File: src/rtl/assert_macros.svh
// assertion helpers shared by the rtl
`ifndef ASSERT_MACROS_SVH
`define ASSERT_MACROS_SVH

// clocked assertion, quiet while reset is held
`define HPQ_ASSERT(label, prop, msg) \
	label: assert property (@(posedge clk) disable iff (!arst_n) prop) \
		else $error(msg);

// implication form: antecedent holds, consequent must hold in the same cycle
`define HPQ_ASSERT_IMPL(label, ante, cons, msg) \
	`HPQ_ASSERT(label, (ante) |-> (cons), msg)

`endif

File: src/rtl/hpq_pkg.sv
package hpq_pkg;

	// default heap depth
	localparam int unsigned CAPACITY_DEF = 1024;

	// field widths
	localparam int unsigned KEY_W      = 32;
	localparam int unsigned STATUS_W   = 2;
	localparam int unsigned CNT_OUT_W  = 11;
	localparam int unsigned IN_DATA_W  = 2 * KEY_W;
	localparam int unsigned OUT_USED_W = 2 * KEY_W + STATUS_W + CNT_OUT_W;
	localparam int unsigned OUT_DATA_W = ((OUT_USED_W + 7) / 8) * 8;
	localparam int unsigned OUT_PAD_W  = OUT_DATA_W - OUT_USED_W;

	// flips both sign bits so an unsigned compare orders signed keys
	localparam logic [2*KEY_W-1:0] KEY_BIAS = 64'h8000_0000_8000_0000;

	// one heap entry, priority in the high half
	typedef struct packed {
		logic signed [KEY_W-1:0] pri;
		logic signed [KEY_W-1:0] tie;
	} entry_t;

	typedef enum logic {
		CMD_INSERT = 1'b0,
		CMD_POP    = 1'b1
	} cmd_t;

	typedef enum logic [STATUS_W-1:0] {
		ST_OK    = 2'd0,
		ST_FULL  = 2'd1,
		ST_EMPTY = 2'd2
	} status_t;

endpackage

File: src/rtl/hpq_cmp.sv
module hpq_cmp (
	input  hpq_pkg::entry_t a,
	input  hpq_pkg::entry_t b,
	output logic            lt
);
	import hpq_pkg::*;

	logic [2*KEY_W-1:0] a_bias;
	logic [2*KEY_W-1:0] b_bias;

	// priority then tiebreak, both signed, as one biased unsigned compare
	assign a_bias = a ^ KEY_BIAS;
	assign b_bias = b ^ KEY_BIAS;
	assign lt     = a_bias < b_bias;

endmodule

File: config.mk
export PLATFORM = sky130hd
export DESIGN_NAME = hpq_cmp
export DESIGN_NICKNAME = d
export VERILOG_FILES = /design/src/rtl/assert_macros.svh /design/src/rtl/hpq_pkg.sv /design/src/rtl/hpq_cmp.sv
export SDC_FILE = /design/constraint.sdc
export NUM_CORES = 1
export LEC_CHECK = 0
export BUFFER_PORTS_ARGS = -buffer_cell sky130_fd_sc_hd__buf_2
export CORE_MARGIN = 1.5
export CORE_UTILIZATION = 38
export DETAILED_ROUTE_END_ITERATION = 8
export GPL_TIMING_DRIVEN = 0
export PLACE_DENSITY = 0.84
export RECOVER_POWER = 25
export SYNTH_ARGS = -nofsm -noshare
export SYNTH_HDL_FRONTEND = slang
export SYNTH_SLANG_ARGS = --single-unit
File: constraint.sdc
create_clock -name vclk -period 1.39
set_input_delay 0.0695 -clock vclk [all_inputs]
set_output_delay 0.0695 -clock vclk [all_outputs]
set_load 0.05 [all_outputs]
==> reports/metrics.cfg, run 1 <==
[timing]
min_period_ns=1.79
setup_slack_ns=-0.405
maxSlewHeadroom_pct=80.7
rsz0062_at_grt=true
worst_pin_slew_ns=0.288
setup_violations=1
setup_tns_ns=-0.405
slew_viol_final=0
fmax_ghz=0.557
fin_worst_hold_slack_ns=0.694
timing.final.crit_share_pct=129
hold_viol_final=0

[power_and_ir_drop]
p_total_mw=0.633
power.static_leakage_nw=1.52
ir_drop_v=0.000130
p_per_area_nw_per_um2=263

[finish]
layout.cells.non_filler=408
diodes=0
stdcell_area_um2=2410
nClkBuffers=0
fin_util_pct=60.2
fin_nets=551
drive_gt1_share_pct=41.3
fill_cells=363
area_growth_pct=51.3
layout_commonest_cell=buf_2
final_cell_mix=128 x buf_2, 61 x inv_1, 58 x ha_1, 26 x a21oi_1, 20 x nand2_1
regArea_um2=0
n_sequential_cell=0

[logic_synthesis]
ys_types=30
synthAdderAreaFrac_pct=49.5
syn-num-nets=419
synth_top_family_by_area=adder cells
synth_cells=228
muxShareOfSynthArea_pct=0
synthesis.area_um2=1590
synth_xor_area_share_pct=0
yosys_warnings=0
synth_compound_area_share_pct=18.3
seq_area_frac_synth_pct=0
synth-simple-area-share_pct=17.1
avgSynthCellArea_um2=6.98

[floorplan]
ios=129
num_rows=23
core-area_um2=4000
initial_core_util_pct=39.8
die_y_um=67.7
die_w_um=67.7
die_area_um2=4590

[critical_path]
critPathLaunchType=input pin
critPathArrivalTime_ns=1.73
max_stage_delay_ns=0.30
critPathKind=in -> out
cp_cell_sequence=buf_2 > ha_1 > and4_4 > nand3_1 > o32a_1 > nand4b_1 > a31oi_1 > o31a_2 > buf_6
critPathMaxFanout=3
critical_path.slowest_cell=o31a_2
crit_path_start=a[15]
crit_required_ns=1.32
critPathCaptureType=output pin

[status]
violations=negative setup slack
outcome=complete, but fails checks

[placed_design]
dp_hpwl_mm=3.92
io_buffers=129
gp_congestion=0.731
preCtsSetupSlack_ns=-0.587
dpl_cell_area_um2=2350
post-place-cells=407

[detailed_routing]
wirelength_mm=4.16
postRouteAntennaNets=0
wl_per_cell_um=10.2
vias_per_cell=4.79
firstDrtPassIters=4
vias=1954
drc_errors=0
drt_iter0_drc=35

[grt]
grt_max_degree=4
antenna_found_initial=0
grt_pass1_wl_mm=6.20
grt.overflow.total=0
gr-usage-all-layers_pct=16.5
grt_pass1_vias=1783

[clock_tree]
cts_hold_buf=0

[worst_hold_path]
holdPathEnd=lt
hold_depth=5
hp-class=in -> out
min_from=a[62]

[flow_run]
maxCapViolations=0

[report_power, final]
part,internal (mW),switching [mW]
Clock,0,0
Sequential,0,0
Combinational,0.334,0.299
[synthesized netlist by cell type (all sizes together)]
cell type	number	area share, %
o21a	1	0.47
a2111oi	1	0.55
nand4b	1	0.55
o211ai	1	0.47
nand2b	2	0.79
a31oi	2	0.79
o21ai	9	2.8
a21oi	26	8.2
nor3	1	0.31
a32oi	1	0.55
and3	1	0.39
nor4	2	1.2
nand4	6	2.4
o31a	1	0.55
inv	64	15
a21o	2	0.94
nor2	8	2.0
a22oi	1	0.47
o32a	1	0.63
nand3	7	2.5
a211oi	2	1.3
nand2	20	4.7
ha	63	50
a221o	1	0.63
and4	4	2.2
[critical path, delay by kind of cell]
family	cells	cell delay, ns
buffers and inverters	2	0.26
AOI/OAI and AO/OA	3	0.70
adders and majority gates	1	0.29
and+or+nand+nor	3	0.42
[per-layer routing]
layer | global-route usage, % | up-vias | wire [µm]
met5 | 0 | - | 0
met1 | 17.1 | 820 | 1560
met3 | 2.17 | 4 | 381
met2 | 34.7 | 84 | 2190
met4 | 2.04 | 0 | 29
li1 | - | 1046 | -
[how the worst max path moves through the flow]
stage / slack [ns] / end
floorplan: -0.19 / lt
global placement: -0.61 / lt
detailed placement: -0.59 / lt
CTS: -0.45 / lt
global route: -0.51 / lt
finish: -0.40 / lt
[timing repair]
| item | in CTS | in global routing |
|---|---|---|
| setup endpoints to repair | 1 | 1 |
| gates resized for setup | 5 | 4 |
| setup buffers | 0 | 1 |
| pin swaps | 4 | 4 |
| gates cloned | 0 | 0 |
[cells by family after synthesis]
logic type / count (synthesis)
AOI/OAI and AO/OA: 49
and+or+nand+nor: 52
buffers and inverters: 64
adders and majority gates: 63
[final cells by class]
type                            instances  area, µm²  area share, %
Multi-Input combinational cell        164       1440           59.8
Timing Repair Buffer                  130        659           27.4
Inverter                               64        245           10.2
Tap cell                               50       62.6           2.60
Power figures use the tool's default switching activity.
==> run 2, diff against run 1 <==
- CELL_PAD_IN_SITES_DETAIL_PLACEMENT: not set -> 0
- CELL_PAD_IN_SITES_GLOBAL_PLACEMENT: not set -> 1
- CORE_UTILIZATION: 38 -> 24
- PLACE_DENSITY: 0.84 -> 0.83
==> run 2 against run 1 <==
  * The run still ends with negative setup slack left
  * Final cell count rose by 7.1%
  * Routed wire length increased by 4.6%
  * Maximum frequency shrank 4.0%
  * Sequential share of layout area did not move
  * Utilization decreased by 20 points
  * Combinational power up 6.6%
  * Critical path depth up 1
  * Worst hold slack improved by 0.010 ns
  * Critical endpoint unchanged
==> reports/metrics.cfg, run 2 (synthesis gave the netlist of run 1 again) <==
[status]
outcome=complete, but fails checks
violations=negative setup slack

[grt]
grt.overflow.total=0
gr-usage-all-layers_pct=11.1
antenna_found_initial=0
grt_max_degree=4
grt_pass1_wl_mm=7.02
grt_pass1_vias=1806

[worst_hold_path]
min_from=a[62]
hold_depth=5
hp-class=in -> out
holdPathEnd=lt

[timing]
hold_viol_final=0
rsz0062_at_grt=true
timing.final.crit_share_pct=134
fmax_ghz=0.535
slew_viol_final=0
setup_slack_ns=-0.479
worst_pin_slew_ns=0.277
min_period_ns=1.87
maxSlewHeadroom_pct=81.4
setup_violations=1
setup_tns_ns=-0.479

[power_and_ir_drop]
p_total_mw=0.675
power.static_leakage_nw=1.54
ir_drop_v=0.000159
p_per_area_nw_per_um2=261

[finish]
n_sequential_cell=0
layout_commonest_cell=buf_2
final_cell_mix=128 x buf_2, 59 x inv_1, 50 x ha_1, 26 x a21oi_1, 20 x nand2_1
fill_cells=679
regArea_um2=0
diodes=0
drive_gt1_share_pct=45.3
area_growth_pct=62.3
fin_nets=553
nClkBuffers=0
multi_input_area_um2=1560

[detailed_routing]
drc_errors=0
vias_per_cell=4.47
firstDrtPassIters=4
vias=1952
postRouteAntennaNets=0
drt_iter0_drc=5
wirelength_mm=4.35
wl_per_cell_um=9.95

[floorplan]
initial_core_util_pct=24.9
num_rows=29
die_y_um=84.4
core-area_um2=6390
die_w_um=84.4
ios=129
die_area_um2=7130

[critical_path]
critPathLaunchType=input pin
crit_buf_inv=3
critical_path.slowest_cell=o31a_2
max_stage_delay_ns=0.36
critPathMaxFanout=2
critPathKind=in -> out
cp_top_family=compound AO/OA/AOI/OAI gates
critPathArrivalTime_ns=1.80
crit_required_ns=1.32
critPathCaptureType=output pin
cp_cell_sequence=buf_2 > inv_1 > ha_4 > and4_4 > nand3_2 > o32a_1 > nand4b_1 > a31oi_2 > o31a_2 > buf_8

[placed_design]
io_buffers=129
gp_congestion=0.745
dp_hpwl_mm=3.99

[clock_tree]
cts_hold_buf=0

[flow_run]
maxCapViolations=0

run 2: cell count changes in the layout (fill, tap and decap cells not counted), moves of 2 or more:
cell   delta
ha_4      +8
inv_1     -2
ha_1      -8
inv_2     +2
buf_4     +2
run 2: through the flow:
step | worst slack [ns] | hold WS [ns] | area [µm²] | cells | utilization, %
detailed placement | -0.656 | 0.753 | 2380 | 434 | 37.3
global placement | -0.711 | 0.740 | 2380 | 434 | 37.3
global route | -0.553 | 0.749 | 2580 | 437 | 40.4
floorplan | -0.190 | 0.525 | 1640 | 228 | -
finish | -0.479 | 0.704 | 2580 | 437 | 40.4
CTS | -0.489 | 0.704 | 2420 | 435 | 37.8
run 2: where the power goes:
part	internal (mW)	total [mW]	leakage (nW)	switching (mW)
clock	0	0	0	0
combinational	0.358	0.675	1.54	0.317
sequential	0	0	0	0
total	0.358	0.675	1.54	0.317
run 2: layer usage:
layer	GRT usage, %	share of wire, %
met4	0.293	0.30
met5	0	0
met1	13.9	43
met2	21.7	49
met3	0.983	8.1
run 2: worst max path at each step:
stage / startpoint / end / slack [ns] / cells past startpoint
global route: b[13] / lt / -0.55 / 10
finish: b[15] / lt / -0.48 / 10
global placement: a[1] / lt / -0.71 / 8
detailed placement: a[1] / lt / -0.66 / 8
CTS: a[11] / lt / -0.49 / 9
floorplan: b[30] / lt / -0.19 / 8
run 2: tightest hold or removal path: cells and delay by family:
family	cells	cell delay, ns
buf+inv	2	0.22
fa+ha+maj	1	0.14
compound gates	2	0.21
run 2: what timing repair did:
action | 4_1_cts | 5_1_grt
setup endpoints to repair | 1 | 1
resized for setup | 5 | 19
pin swaps | 6 | 8
buffers inserted | 1 | 2
run 2: area by class of cell:
cell class,count,area share [%]
inverter,64,9.50
multi-input combinational,164,60.5
tap,77,3.73
timing repair buffer,132,26.3
